File: src/hdl/utf8p_pkg.sv
// ----------------------------------------------------------------------------
// utf8p_pkg: shared types, constants and tables of the UTF-8 charset prober
// Byte classifier, decoder transition table, character length table and the
// confidence percent table.
// ----------------------------------------------------------------------------
`default_nettype none

package utf8p_pkg;

    // Width of the multibyte character counter
    localparam int COUNT_BITS = 8;

    localparam int MIN_MB_W    = 4;
    localparam int SHORTCUT_W  = 7;
    localparam int STATE_W     = 4;
    localparam int CLASS_W     = 4;
    localparam int LEN_W       = 3;
    localparam int COUNT_OUT_W = 8;
    localparam int PCT_W       = 7;
    localparam int CFG_IDX_W   = 1;
    localparam int CFG_DATA_W  = 7;

    // Configuration register indexes
    localparam logic [CFG_IDX_W-1:0] CFG_MIN_MULTIBYTE    = 1'd0;
    localparam logic [CFG_IDX_W-1:0] CFG_SHORTCUT_PERCENT = 1'd1;

    // Configuration reset values
    localparam logic [MIN_MB_W-1:0]   MIN_MB_RESET   = 4'd6;
    localparam logic [SHORTCUT_W-1:0] SHORTCUT_RESET = 7'd95;

    localparam logic [PCT_W-1:0] PCT_SURE = 7'd99;
    localparam logic [PCT_W-1:0] PCT_NONE = 7'd0;

    // Decoder states
    typedef enum logic [STATE_W-1:0] {
        ST_START = 4'd0,  // between characters
        ST_ERROR = 4'd1,  // invalid sequence, sticky
        ST_FOUND = 4'd2,  // sticky found
        ST_TAIL1 = 4'd3,  // one continuation byte left
        ST_E0    = 4'd4,  // after E0: next byte A0-BF
        ST_TAIL2 = 4'd5,  // two continuation bytes left
        ST_ED    = 4'd6,  // after ED: next byte 80-9F
        ST_F0    = 4'd7,  // after F0: next byte 90-BF
        ST_TAIL3 = 4'd8,  // three continuation bytes left
        ST_F4    = 4'd9   // after F4: next byte 80-8F
    } t_dec_state;

    // Byte classes
    typedef enum logic [CLASS_W-1:0] {
        CL_BAD    = 4'd0,   // illegal byte or escape
        CL_ASCII  = 4'd1,
        CL_CONT_8 = 4'd2,   // 80-8F
        CL_CONT_9 = 4'd3,   // 90-9F
        CL_CONT_A = 4'd4,   // A0-BF
        CL_LEAD2  = 4'd5,   // C2-DF
        CL_E0     = 4'd6,
        CL_LEAD3  = 4'd7,   // E1-EC, EE, EF
        CL_ED     = 4'd8,
        CL_F0     = 4'd9,
        CL_LEAD4  = 4'd10,  // F1-F3
        CL_F4     = 4'd11
    } t_class;

    // One input item as held in the input stage
    typedef struct packed {
        logic       cmd;
        logic [7:0] data_byte;
        logic       end_of_chunk;
    } t_item;

    // Status of the decoder step, seen by the top level
    typedef struct packed {
        logic                  take;
        logic                  restart;
        t_dec_state            state;
        logic [COUNT_BITS-1:0] count;
    } t_step_stat;

    // Byte to class
    function automatic t_class byte_class(input logic [7:0] b);
        t_class c;
        if (b < 8'h80) begin
            c = (b == 8'h0E || b == 8'h0F || b == 8'h1B) ? CL_BAD : CL_ASCII;
        end else if (b < 8'h90) begin
            c = CL_CONT_8;
        end else if (b < 8'hA0) begin
            c = CL_CONT_9;
        end else if (b < 8'hC0) begin
            c = CL_CONT_A;
        end else if (b < 8'hC2) begin
            c = CL_BAD;
        end else if (b < 8'hE0) begin
            c = CL_LEAD2;
        end else if (b == 8'hE0) begin
            c = CL_E0;
        end else if (b == 8'hED) begin
            c = CL_ED;
        end else if (b < 8'hF0) begin
            c = CL_LEAD3;
        end else if (b == 8'hF0) begin
            c = CL_F0;
        end else if (b < 8'hF4) begin
            c = CL_LEAD4;
        end else if (b == 8'hF4) begin
            c = CL_F4;
        end else begin
            c = CL_BAD;
        end
        return c;
    endfunction

    // Character length begun by a byte of this class
    function automatic logic [LEN_W-1:0] class_len(input t_class c);
        logic [LEN_W-1:0] l;
        case (c)
            CL_ASCII:                  l = 3'd1;
            CL_LEAD2:                  l = 3'd2;
            CL_E0, CL_LEAD3, CL_ED:    l = 3'd3;
            CL_F0, CL_LEAD4, CL_F4:    l = 3'd4;
            default:                   l = 3'd0;
        endcase
        return l;
    endfunction

    // Decoder transition table
    function automatic t_dec_state dec_next(input t_dec_state s, input t_class c);
        t_dec_state n;
        n = ST_ERROR;
        case (s)
            ST_START: begin
                case (c)
                    CL_ASCII: n = ST_START;
                    CL_LEAD2: n = ST_TAIL1;
                    CL_E0:    n = ST_E0;
                    CL_LEAD3: n = ST_TAIL2;
                    CL_ED:    n = ST_ED;
                    CL_F0:    n = ST_F0;
                    CL_LEAD4: n = ST_TAIL3;
                    CL_F4:    n = ST_F4;
                    default:  n = ST_ERROR;
                endcase
            end
            ST_FOUND: n = ST_FOUND;
            ST_TAIL1: if (c inside {CL_CONT_8, CL_CONT_9, CL_CONT_A}) n = ST_START;
            ST_E0:    if (c == CL_CONT_A) n = ST_TAIL1;
            ST_TAIL2: if (c inside {CL_CONT_8, CL_CONT_9, CL_CONT_A}) n = ST_TAIL1;
            ST_ED:    if (c inside {CL_CONT_8, CL_CONT_9}) n = ST_TAIL1;
            ST_F0:    if (c inside {CL_CONT_9, CL_CONT_A}) n = ST_TAIL2;
            ST_TAIL3: if (c inside {CL_CONT_8, CL_CONT_9, CL_CONT_A}) n = ST_TAIL2;
            ST_F4:    if (c == CL_CONT_8) n = ST_TAIL2;
            default:  n = ST_ERROR;
        endcase
        return n;
    endfunction

    // 100 - ceil(100 / 2^count) below the minimum and below 7, else 99
    function automatic logic [PCT_W-1:0] conf_pct(input logic [COUNT_BITS-1:0] cnt,
                                                   input logic [MIN_MB_W-1:0] min_mb);
        logic [PCT_W-1:0] p;
        if (cnt >= COUNT_BITS'(min_mb) || cnt >= COUNT_BITS'(7)) begin
            p = PCT_SURE;
        end else begin
            case (cnt[2:0])
                3'd0:    p = 7'd0;
                3'd1:    p = 7'd50;
                3'd2:    p = 7'd75;
                3'd3:    p = 7'd87;
                3'd4:    p = 7'd93;
                3'd5:    p = 7'd96;
                3'd6:    p = 7'd98;
                default: p = PCT_SURE;
            endcase
        end
        return p;
    endfunction

endpackage

`default_nettype wire

File: src/hdl/utf8p_in_stage.sv
// ----------------------------------------------------------------------------
// utf8p_in_stage: input register of the prober
// Holds one item until the decoder step takes it; refills in the same cycle.
// ----------------------------------------------------------------------------
`default_nettype none

module utf8p_in_stage (
    input  wire logic            i_clk,
    input  wire logic            i_rst_n,
    input  wire logic            i_valid,
    output logic                 o_stall,
    input  wire logic            i_cmd,
    input  wire logic [7:0]      i_data_byte,
    input  wire logic            i_end_of_chunk,
    input  wire logic            i_take,
    output logic                 o_item_valid,
    output utf8p_pkg::t_item     o_item
);
    import utf8p_pkg::*;

    logic  r_valid;
    t_item r_item;

    // Full and not drained this cycle: hold off the sender
    assign o_stall = r_valid && !i_take;

    // Valid flag
    always_ff @(posedge i_clk) begin
        if (!i_rst_n) begin
            r_valid <= 1'b0;
        end else if (!o_stall) begin
            r_valid <= i_valid;
        end
    end

    // Item payload
    always_ff @(posedge i_clk) begin
        if (!o_stall && i_valid) begin
            r_item.cmd          <= i_cmd;
            r_item.data_byte    <= i_data_byte;
            r_item.end_of_chunk <= i_end_of_chunk;
        end
    end

    assign o_item_valid = r_valid;
    assign o_item       = r_item;

endmodule

`default_nettype wire

File: src/hdl/utf8p_step.sv
// ----------------------------------------------------------------------------
// utf8p_step: decoder step and result register
// Classifies the byte, steps the decoder, counts multibyte characters,
// decides the verdict and registers the result item.
// ----------------------------------------------------------------------------
`default_nettype none

module utf8p_step (
    input  wire logic                                i_clk,
    input  wire logic                                i_rst_n,
    input  wire logic                                i_item_valid,
    input  wire utf8p_pkg::t_item                    i_item,
    input  wire logic [utf8p_pkg::MIN_MB_W-1:0]      i_min_mb,
    input  wire logic [utf8p_pkg::SHORTCUT_W-1:0]    i_shortcut,
    input  wire logic                                i_stall,
    output logic                                     o_valid,
    output logic                                     o_verdict,
    output logic [utf8p_pkg::STATE_W-1:0]            o_dec_state,
    output logic [utf8p_pkg::COUNT_OUT_W-1:0]        o_multibyte_count,
    output logic [utf8p_pkg::PCT_W-1:0]              o_confidence_percent,
    output utf8p_pkg::t_step_stat                    o_stat
);
    import utf8p_pkg::*;

    localparam logic [COUNT_BITS-1:0] CNT_MAX = {COUNT_BITS{1'b1}};
    localparam logic [COUNT_BITS-1:0] CNT_SHOW_MAX = COUNT_BITS'(255);

    // Decoder state
    t_dec_state            r_state, n_state;
    logic [LEN_W-1:0]      r_len, n_len;
    logic [COUNT_BITS-1:0] r_cnt, n_cnt;
    logic                  r_found, n_found;
    logic [PCT_W-1:0]      n_pct;

    // Result register
    logic                   r_o_valid;
    logic                   r_verdict;
    logic [STATE_W-1:0]     r_cstate;
    logic [COUNT_OUT_W-1:0] r_count;
    logic [PCT_W-1:0]       r_pct;

    logic   take;
    t_class cls;

    // Step when an item waits and the result slot is free or draining
    assign take = i_item_valid && (!r_o_valid || !i_stall);
    assign cls  = byte_class(i_item.data_byte);

    // One decoder step
    always_comb begin
        n_state = r_state;
        n_len   = r_len;
        n_cnt   = r_cnt;
        n_found = r_found;
        if (i_item.cmd) begin
            n_state = ST_START;
            n_len   = '0;
            n_cnt   = '0;
            n_found = 1'b0;
            n_pct   = PCT_NONE;
        end else begin
            if (r_state == ST_START) begin
                n_len = class_len(cls);
            end
            n_state = dec_next(r_state, cls);
            if (n_state == ST_FOUND) begin
                n_found = 1'b1;
            end else if (n_state == ST_START && n_len >= LEN_W'(2)) begin
                if (r_cnt != CNT_MAX) begin
                    n_cnt = r_cnt + COUNT_BITS'(1);
                end
            end
            n_pct = conf_pct(n_cnt, i_min_mb);
            // end-of-chunk decision
            if (i_item.end_of_chunk && !n_found) begin
                if (n_cnt >= COUNT_BITS'(i_min_mb) || n_pct > i_shortcut) begin
                    n_found = 1'b1;
                end
            end
        end
    end

    // Control state
    always_ff @(posedge i_clk) begin
        if (!i_rst_n) begin
            r_state   <= ST_START;
            r_len     <= '0;
            r_cnt     <= '0;
            r_found   <= 1'b0;
            r_o_valid <= 1'b0;
        end else begin
            if (take) begin
                r_state <= n_state;
                r_len   <= n_len;
                r_cnt   <= n_cnt;
                r_found <= n_found;
            end
            if (take) begin
                r_o_valid <= 1'b1;
            end else if (!i_stall) begin
                r_o_valid <= 1'b0;
            end
        end
    end

    // Result payload
    always_ff @(posedge i_clk) begin
        if (take) begin
            r_verdict <= n_found;
            r_cstate  <= n_state;
            r_count   <= (n_cnt > CNT_SHOW_MAX) ? 8'd255 : COUNT_OUT_W'(n_cnt);
            r_pct     <= n_pct;
        end
    end

    assign o_valid              = r_o_valid;
    assign o_verdict            = r_verdict;
    assign o_dec_state          = r_cstate;
    assign o_multibyte_count    = r_count;
    assign o_confidence_percent = r_pct;

    assign o_stat = '{take: take, restart: i_item.cmd, state: r_state, count: r_cnt};

endmodule

`default_nettype wire

File: src/hdl/utf8_charset_prober.sv
// ----------------------------------------------------------------------------
// utf8_charset_prober: UTF-8 charset prober, top level
// Feed text bytes on the input channel (i_valid / o_stall): each item is
// either a data byte or a restart command; end_of_chunk on a byte asks for
// a verdict decision. Each item gives exactly one result item on the output
// channel (o_valid / i_stall): verdict, decoder state, multibyte count and
// confidence percent after that byte.
// An accepted item is loaded into the input register and then, once the
// result slot is free or draining, into the result register, raising o_valid.
// Throughput is one item per cycle while the receiver does not stall.
// When the receiver stalls, the held result stays put and the input register
// fills; the sender is stalled only once both are full.
// Reset clears the decoder and counters and loads min_multibyte 6 and
// shortcut_percent 95. Write registers through i_cfg_we while idle.
// ----------------------------------------------------------------------------
`default_nettype none

module utf8_charset_prober (
    input  wire logic                               i_clk,
    input  wire logic                               i_rst_n,
    // input channel
    input  wire logic                               i_valid,
    output logic                                    o_stall,
    input  wire logic                               i_cmd,
    input  wire logic [7:0]                         i_data_byte,
    input  wire logic                               i_end_of_chunk,
    // result channel
    output logic                                    o_valid,
    input  wire logic                               i_stall,
    output logic                                    o_verdict,
    output logic [utf8p_pkg::STATE_W-1:0]           o_dec_state,
    output logic [utf8p_pkg::COUNT_OUT_W-1:0]       o_multibyte_count,
    output logic [utf8p_pkg::PCT_W-1:0]             o_confidence_percent,
    // configuration
    input  wire logic                               i_cfg_we,
    input  wire logic [utf8p_pkg::CFG_IDX_W-1:0]    i_cfg_idx,
    input  wire logic [utf8p_pkg::CFG_DATA_W-1:0]   i_cfg_data
);
    import utf8p_pkg::*;

    logic [MIN_MB_W-1:0]   r_min_mb;
    logic [SHORTCUT_W-1:0] r_shortcut;

    logic       item_valid;
    t_item      item;
    t_step_stat stat;

    // Configuration registers
    always_ff @(posedge i_clk) begin
        if (!i_rst_n) begin
            r_min_mb   <= MIN_MB_RESET;
            r_shortcut <= SHORTCUT_RESET;
        end else if (i_cfg_we) begin
            case (i_cfg_idx)
                CFG_MIN_MULTIBYTE:    r_min_mb   <= i_cfg_data[MIN_MB_W-1:0];
                CFG_SHORTCUT_PERCENT: r_shortcut <= i_cfg_data[SHORTCUT_W-1:0];
                default: ;
            endcase
        end
    end

    utf8p_in_stage u_in (
        .i_clk          (i_clk),
        .i_rst_n        (i_rst_n),
        .i_valid        (i_valid),
        .o_stall        (o_stall),
        .i_cmd          (i_cmd),
        .i_data_byte    (i_data_byte),
        .i_end_of_chunk (i_end_of_chunk),
        .i_take         (stat.take),
        .o_item_valid   (item_valid),
        .o_item         (item)
    );

    utf8p_step u_step (
        .i_clk                (i_clk),
        .i_rst_n              (i_rst_n),
        .i_item_valid         (item_valid),
        .i_item               (item),
        .i_min_mb             (r_min_mb),
        .i_shortcut           (r_shortcut),
        .i_stall              (i_stall),
        .o_valid              (o_valid),
        .o_verdict            (o_verdict),
        .o_dec_state          (o_dec_state),
        .o_multibyte_count    (o_multibyte_count),
        .o_confidence_percent (o_confidence_percent),
        .o_stat               (stat)
    );

    // Error is sticky until a restart
    a_error_sticky: assert property (@(posedge i_clk) disable iff (!i_rst_n)
        (stat.state == ST_ERROR && !(stat.take && stat.restart))
        |=> stat.state == ST_ERROR)
        else $error("decoder left the error state without a restart");

    // Counter only grows, by at most one, unless restarted
    a_count_mono: assert property (@(posedge i_clk) disable iff (!i_rst_n)
        !(stat.take && stat.restart)
        |=> (stat.count == $past(stat.count) ||
             stat.count == $past(stat.count) + COUNT_BITS'(1)))
        else $error("multibyte counter moved unexpectedly");

    // A restart item reports a cleared prober
    a_restart_result: assert property (@(posedge i_clk) disable iff (!i_rst_n)
        (stat.take && stat.restart)
        |=> (o_valid && !o_verdict && o_dec_state == ST_START &&
             o_multibyte_count == '0 && o_confidence_percent == PCT_NONE))
        else $error("restart result not cleared");

    // A step always leaves a result behind
    a_step_result: assert property (@(posedge i_clk) disable iff (!i_rst_n)
        stat.take |=> o_valid)
        else $error("decoder step without result");

endmodule

`default_nettype wire

File: config.mk
export PLATFORM = sky130hd
export DESIGN_NAME = utf8_charset_prober
export DESIGN_NICKNAME = d
export VERILOG_FILES = /design/src/hdl/utf8p_pkg.sv /design/src/hdl/utf8p_in_stage.sv /design/src/hdl/utf8p_step.sv /design/src/hdl/utf8_charset_prober.sv
export SDC_FILE = /design/constraint.sdc
export NUM_CORES = 1
export LEC_CHECK = 0
export BUFFER_PORTS_ARGS = -buffer_cell sky130_fd_sc_hd__buf_2
export CORE_ASPECT_RATIO = 1.4
export CORE_UTILIZATION = 60
export CTS_CLUSTER_SIZE = 12
export DETAILED_ROUTE_END_ITERATION = 6
export PLACE_DENSITY_LB_ADDON = 0.12
export SLEW_MARGIN = 20
export SYNTH_ARGS = -nofsm -noshare
export SYNTH_HDL_FRONTEND = slang
export SYNTH_SLANG_ARGS = --single-unit
File: constraint.sdc
create_clock -name i_clk -period 15.24 [get_ports i_clk]
set_input_delay 0.762 -clock i_clk [delete_from_list [all_inputs] [get_ports i_clk]]
set_output_delay 0.762 -clock i_clk [all_outputs]
set_load 0.03 [all_outputs]
==> results of run 1 <==
==> power by group through the flow <==
stage / combinational (mW) / clock, mW / sequential (mW)
floorplan: 0.0368 / 0 / 0.182
global placement: 0.0497 / 0 / 0.181
detailed placement: 0.0507 / 0 / 0.181
CTS: 0.0511 / 0.147 / 0.178
global route: 0.0556 / 0.153 / 0.179
finish: 0.0509 / 0.145 / 0.178
==> sequential cells by signal, indices dropped and copies added, names as in the netlist, 2 cells and up <==
name and cells:
r_shortcut 7, u_step.r_cnt 8, u_step.r_len 2, u_step.o_confidence_percent 7, r_min_mb 4, u_step.r_state 4
u_step.o_dec_state 4, u_step.o_multibyte_count 8, u_in.o_item 10
==> per-stage QoR <==
stage | hold WS [ps] | power, mW | instances | utilization | setup slack, ps
after CTS | 480.8 | 0.3763 | 490 | 0.7051 | 8119
after global routing | 505.6 | 0.3871 | 490 | 0.7051 | 7516
after global placement | 445.1 | 0.2308 | 474 | 0.6690 | 8359
final | 477.0 | 0.3739 | 490 | 0.7051 | 8078
after floorplan | 436.3 | 0.2187 | 387 | - | 9315
after detailed placement | 471.5 | 0.2320 | 474 | 0.6690 | 8216
==> metal layers <==
metal,GRT usage,share of wire
met1,0.3118,0.39
met2,0.5383,0.56
met3,0.05366,0.030
met4,0.09929,0.021
met5,0,0
==> kinds of logic after synthesis <==
| family | count (synthesis) | share of synthesized area |
|---|---|---|
| AOI/OAI and AO/OA | 94 | 0.1994 |
| xor gates and xnor gates | 8 | 0.02492 |
| adders and majority gates | 11 | 0.03861 |
| buffers and inverters | 44 | 0.05370 |
| DFF | 58 | 0.4100 |
| muxes | 8 | 0.02317 |
| and+or+nand+nor | 164 | 0.2503 |
==> worst paths after layout <==
kind	start	depth (start not counted)	slack, ps	to
worst max-delay path	u_in.o_item[2]	27	8080	u_step.r_found
worst min-delay path	u_step.r_len[2]	2	480	u_step.r_len[2]
worst max register to register	u_in.o_item[2]	27	8080	u_step.r_found
worst min register to register	u_step.r_len[2]	2	480	u_step.r_len[2]
==> critical path: cells and delay by family (launching register included) <==
kind	cells	cell delay (ps)
AND/OR/NAND/NOR	10	2740
AO/OA/AOI/OAI	13	2310
multiplexers	1	690
adder cells (fa/ha/maj)	2	650
flip-flops	1	510
buffers and inverters	1	120
==> cells in the final DEF, fill, tap and decap left out, drive strengths merged, types with 5 or more instances in the layout <==
| master | instances |
|---|---|
| o211ai | 10 |
| a211oi | 5 |
| inv | 19 |
| and3 | 10 |
| nor4 | 5 |
| nor2 | 31 |
| mux2i | 6 |
| xor2 | 7 |
| clkbuf | 11 |
| nor3 | 9 |
| or3 | 6 |
| a21oi | 25 |
| buf | 44 |
| nor2b | 7 |
| nand3 | 14 |
| edfxtp | 30 |
| or4 | 5 |
| ha | 11 |
| nand2 | 44 |
| o21ai | 13 |
| dfxtp | 28 |
| nand2b | 7 |
| nor4b | 5 |
| and2 | 5 |
==> layout make-up <==
type	instances	area [µm²]
Multi-Input combinational cell	285	1912
Fill cell	454	1653
Sequential cell	58	1461
Timing Repair Buffer	44	220.2
Clock buffer	11	152.6
Tap cell	68	85.08
Inverter	19	71.32
Clock inverter	5	50.05
==> impl_metrics.py, run 1 <==
metrics = {
    "grt": {
        "overflow": 0,
        "grt_pass1_wl_mm": 13.45,
        "grt_usage": 0.2885,
        "grt_pass1_vias": 2868,
        "grt_antenna_before_repair": 0,
        "grt_max_degree": 32,
    },
    "logic_synthesis": {
        "postSynthNetCount": 421,
        "synth_cell_type_count": 76,
        "synth_warnings": 0,
        "synth_ff_type": "edfxtp_1",
        "synthCells": 387,
        "async_flop_share": 0,
        "synth_edf_count": 30,
        "post-synth-top-count-cell": "nand2_1",
        "yosys-top-cells-count": "44 x nand2_1, 31 x nor2_1, 30 x edfxtp_1, 28 x dfxtp_1, 25 x a21oi_1",
        "netlist_top_cells_area": "edfxtp_1 25%, dfxtp_1 16%, nand2_1 4.6%",
        "synth_seq_cells": 58,
        "yosys.area.top_type": "edfxtp_1",
        "synth-seq-area-share": 0.4100,
        "synth_top_area_frac": 0.2527,
        "syn_area_um2": 3565,
        "syn_area_per_cell_um2": 9.211,
    },
    "power": {
        "power.density_nw_per_um2": 94.60,
        "p_leak_nw": 1.591,
        "p_int_mw": 0.2743,
        "seqPwrFrac": 0.476,
        "p_comb_frac": 0.136,
        "ir_worst_vdd_mv": 0.07937,
        "p_sw_mw": 0.09958,
        "pwr-share-clk": 0.388,
        "p_sw_frac": 0.2663,
    },
    "placed_design": {
        "placed_area_um2": 3750,
        "gp_congestion": 0.9254,
        "io_buffers": 44,
        "hpwlAfterDp_mm": 6.001,
    },
    "layout": {
        "final_nets": 451,
        "layout-drive-gt1-share": 0.1991,
        "antenna_cells": 0,
        "postLayoutCellArea_um2": 3953,
        "syn2layout_area_growth_pct": 10.88,
    },
    "sta": {
        "slew-limit-headroom": 0.3179,
        "period_share": 0.4699,
        "max_freq_mhz": 139.6,
        "fin_setup_tns_ps": 0,
        "drv_slew": 0,
        "hold_viol": 0,
        "post-route-min-period_ps": 7162,
        "fin_worst_skew_ps": 9.974,
        "tightestPinTransition_ps": 1023,
        "report.final.setup_viol": 0,
        "rsz0062_at_grt": "false",
    },
    "die": {
        "dieWidth_um": 67.15,
        "io_pins": 45,
        "die_h_um": 93.20,
        "core-area_um2": 5605,
        "rows": 32,
        "start_util": 0.6359,
        "die_area_um2": 6258,
    },
    "clock_tree": {
        "path_clk_slew_ps": 70,
        "clock_latency_ps": 330,
        "postCtsHoldBufs": 0,
        "tritoncts": "yes",
        "cts_resized": 0,
        "cts_buffers": 9,
        "cts_setup_buffers": 0,
        "root_buffer": "clkbuf_8",
        "cts-htree-levels": 3,
        "cts.sinks": 58,
        "clockBufferDepth": 2,
    },
    "critical_path": {
        "path_class": "reg2reg",
        "crit_required_ps": 15460,
        "critical-path-max-stage-delay_ps": 690,
        "startpoint_type": "register",
        "path_max_fanout": 11,
        "crit_path_top_delay_cell": "mux2i_1",
        "end_kind": "register",
        "timing.critical_path.mode_cell": "o21ai_0",
        "worstPathArrival_ps": 7380,
    },
    "routing": {
        "detail_route.wirelength_mm": 8.208,
        "drt-pass1-iter-count": 5,
        "postRouteAntennaNets": 0,
        "drc": 0,
        "drtIter0Drc": 162,
        "via_count": 2990,
        "via_per_inst": 6.102,
        "wire_per_inst_um": 16.75,
    },
    "run": {
        "cap_violations": 0,
    },
    "status": {
        "status": "complete, no violations",
    },
    "min_path": {
        "hold_class": "reg2reg",
    },
}
(Power assumes the default switching activity.)
==> inputs of run 2 (changes only) <==
--- a/config.mk
+++ b/config.mk
@@ -5,9 +5,10 @@
 export SDC_FILE = /design/constraint.sdc
 export NUM_CORES = 1
 export LEC_CHECK = 0
+export ABC_AREA = 1
 export BUFFER_PORTS_ARGS = -buffer_cell sky130_fd_sc_hd__buf_2
 export CORE_ASPECT_RATIO = 1.4
-export CORE_UTILIZATION = 60
+export CORE_UTILIZATION = 52
 export CTS_CLUSTER_SIZE = 12
 export DETAILED_ROUTE_END_ITERATION = 6
 export PLACE_DENSITY_LB_ADDON = 0.12
==> constraint.sdc (replaced) <==
create_clock -name i_clk -period 6.22 [get_ports i_clk]
set_input_delay 0.311 -clock i_clk [delete_from_list [all_inputs] [get_ports i_clk]]
set_output_delay 0.311 -clock i_clk [all_outputs]
set_load 0.03 [all_outputs]
==> run 2 against run 1 <==
Effect of this change: utilization is 7.2 points lower; die area is 5.6% higher; area after synthesis is 8.4% lower; design area is 4.7% lower; combinational power grew to 5.1 times the previous value; sequential cell count stayed put; wire length is 11% lower; register-to-register slack worse by 7000 ps; clock power grew to 2.5 times the previous value; synthesized cell count is 9.0% higher; critical path type unchanged; critical endpoint is now u_step.o_verdict; largest power group unchanged.
==> impl_metrics.py, run 2 <==
metrics = {
    "routing": {
        "via_count": 2870,
        "drt-pass1-iter-count": 4,
        "detail_route.wirelength_mm": 7.314,
        "drtIter0Drc": 120,
        "postRouteAntennaNets": 0,
        "drc": 0,
        "wire_per_inst_um": 13.40,
        "via_per_inst": 5.256,
    },
    "min_path": {
        "hp-start": "i_data_byte[6]",
        "hold_depth": 1,
        "hold_class": "in2reg",
    },
    "clock_tree": {
        "cts.sinks": 58,
        "clock_latency_ps": 340,
        "postCtsHoldBufs": 0,
        "path_clk_slew_ps": 70,
        "tritoncts": "yes",
        "root_buffer": "clkbuf_8",
        "cts-htree-levels": 3,
        "clockBufferDepth": 2,
        "cts_buffers": 9,
        "cts_setup_buffers": 0,
        "cts_resized": 0,
    },
    "critical_path": {
        "startpoint": "u_in.o_item[8]",
        "r2r-start": "u_in.o_item[8]",
        "critical-path-max-stage-delay_ps": 500,
        "cp_top_family": "simple AND/OR/NAND/NOR gates",
        "worstPathArrival_ps": 5230,
        "reg2regPathDepth": 36,
        "critPathBufInv": 4,
        "crit_required_ps": 6320,
        "startpoint_type": "register",
        "crit_path_top_delay_cell": "edfxtp_1",
        "path_depth": 36,
        "path_max_fanout": 10,
        "path_class": "reg2reg",
        "timing.critical_path.mode_cell": "nand2_1",
        "end_kind": "register",
    },
    "logic_synthesis": {
        "netlist_top_cells_area": "edfxtp_1 28%, dfxtp_1 17%, nand2_1 12%",
        "post-synth-top-count-cell": "nand2_1",
        "synth_ff_type": "edfxtp_1",
        "synth_edf_count": 30,
        "syn_area_um2": 3267,
        "synth_cell_type_count": 34,
        "synthCells": 422,
        "yosys-top-cells-count": "103 x nand2_1, 59 x inv_1, 50 x nor2_1, 31 x a21oi_1, 30 x edfxtp_1",
        "synth-seq-area-share": 0.4473,
        "synth_seq_cells": 58,
        "synth_warnings": 0,
        "syn_area_per_cell_um2": 7.741,
        "yosys.area.top_type": "edfxtp_1",
        "async_flop_share": 0,
        "synth_top_area_frac": 0.2758,
        "postSynthNetCount": 456,
    },
    "sta": {
        "drv_slew": 0,
        "fin_worst_skew_ps": 8.557,
        "hold_viol": 0,
        "rsz0062_at_grt": "false",
        "post-route-min-period_ps": 5126,
        "period_share": 0.8242,
        "fin_setup_tns_ps": 0,
        "report.final.setup_viol": 0,
        "tightestPinTransition_ps": 992.2,
        "max_freq_mhz": 195.1,
        "slew-limit-headroom": 0.3369,
    },
    "grt": {
        "grt_usage": 0.2535,
        "overflow": 0,
        "grt_pass1_vias": 2772,
        "grt_max_degree": 43,
        "grt_pass1_wl_mm": 12.02,
        "grt_antenna_before_repair": 0,
    },
    "die": {
        "dieWidth_um": 68.99,
        "start_util": 0.5495,
        "die_area_um2": 6608,
        "rows": 33,
        "io_pins": 45,
        "core-area_um2": 5946,
        "die_h_um": 95.79,
    },
    "placed_design": {
        "hpwlAfterDp_mm": 5.583,
        "dp.cells": 530,
        "gp_congestion": 0.8586,
        "io_buffers": 44,
    },
    "layout": {
        "layout_commonest_cell": "nand2_1",
        "final-instance-count-excl-fill": 546,
        "syn2layout_area_growth_pct": 15.32,
        "layout-drive-gt1-share": 0.1786,
        "largest_reg_flops": 10,
        "fill_cells": 541,
        "antenna_cells": 0,
        "final_nets": 505,
        "final_cell_mix": "103 x nand2_1, 59 x inv_1, 49 x nor2_1",
    },
    "run": {
        "cap_violations": 0,
    },
    "status": {
        "status": "complete, no violations",
    },
    "power": {
        "fin_total_pwr_mw": 1.070,
        "p_leak_nw": 1.788,
        "power.density_nw_per_um2": 284.1,
        "ir_worst_vdd_mv": 0.2493,
    },
}
-- run 2: final timing paths --
kind	endpoint	slack (ps)
worst max-delay path	u_step.o_verdict	1090
worst min-delay path	u_in.o_item[7]	150
worst max register to register	u_step.o_verdict	1090
worst min register to register	u_step.r_len[2]	470
-- run 2: per-stage QoR --
stage	hold slack, ps	util	setup WS, ps	area, µm²
after floorplan	409.9	-	1782	3267
after global placement	452.3	0.5987	1347	3560
after detailed placement	460.0	0.5987	1213	3560
after CTS	143.8	0.6336	1157	3767
after global routing	133.4	0.6336	546.8	3767
final	150.3	0.6336	1094	3767
-- run 2: metal layers --
| metal | global-route usage | part of all wire | vias up |
|---|---|---|---|
| met2 | 0.4701 | 0.56 | 59 |
| met3 | 0.06517 | 0.026 | 18 |
| li1 | - | - | 1481 |
| met1 | 0.2509 | 0.38 | 1312 |
| met5 | 0 | 0 | - |
| met4 | 0.1224 | 0.033 | 0 |
-- run 2: cells by family (layout without fill, tap and decap cells) --
| kind of cell | count (synthesis) | after routing | share of synthesized area |
|---|---|---|---|
| compound gates | 66 | 66 | 0.1138 |
| xor+xnor | 3 | 3 | 0.01379 |
| fa+ha+maj | 11 | 11 | 0.04213 |
| buf+inv | 75 | 129 | 0.08617 |
| flops | 58 | 58 | 0.4473 |
| simple gates | 209 | 209 | 0.2968 |
-- run 2: power breakdown --
group	leakage [nW]	switching [mW]	internal, mW
registers	0.518	0.0136	0.431
clock network	0.102	0.146	0.220
logic	1.17	0.175	0.0843
-- run 2: worst register-to-register path, delay by kind of cell, from the launching register on --
family          cells  cell delay [ps]
compound gates      7              930
buf+inv             4              280
simple gates       23             2660
flops               1              500
fa+ha+maj           2              520
-- run 2: cell type report --
| cell class | count | area (µm²) | share of cell area |
|---|---|---|---|
| repair buffers | 44 | 220.2 | 0.05845 |
| clock inverters | 7 | 83.83 | 0.02225 |
| well taps | 70 | 87.58 | 0.02325 |
| flip-flops and latches | 58 | 1461 | 0.3879 |
| multi-input cells | 289 | 1531 | 0.4065 |
| clock buffers | 9 | 123.9 | 0.03288 |
| inverters | 69 | 259.0 | 0.06875 |
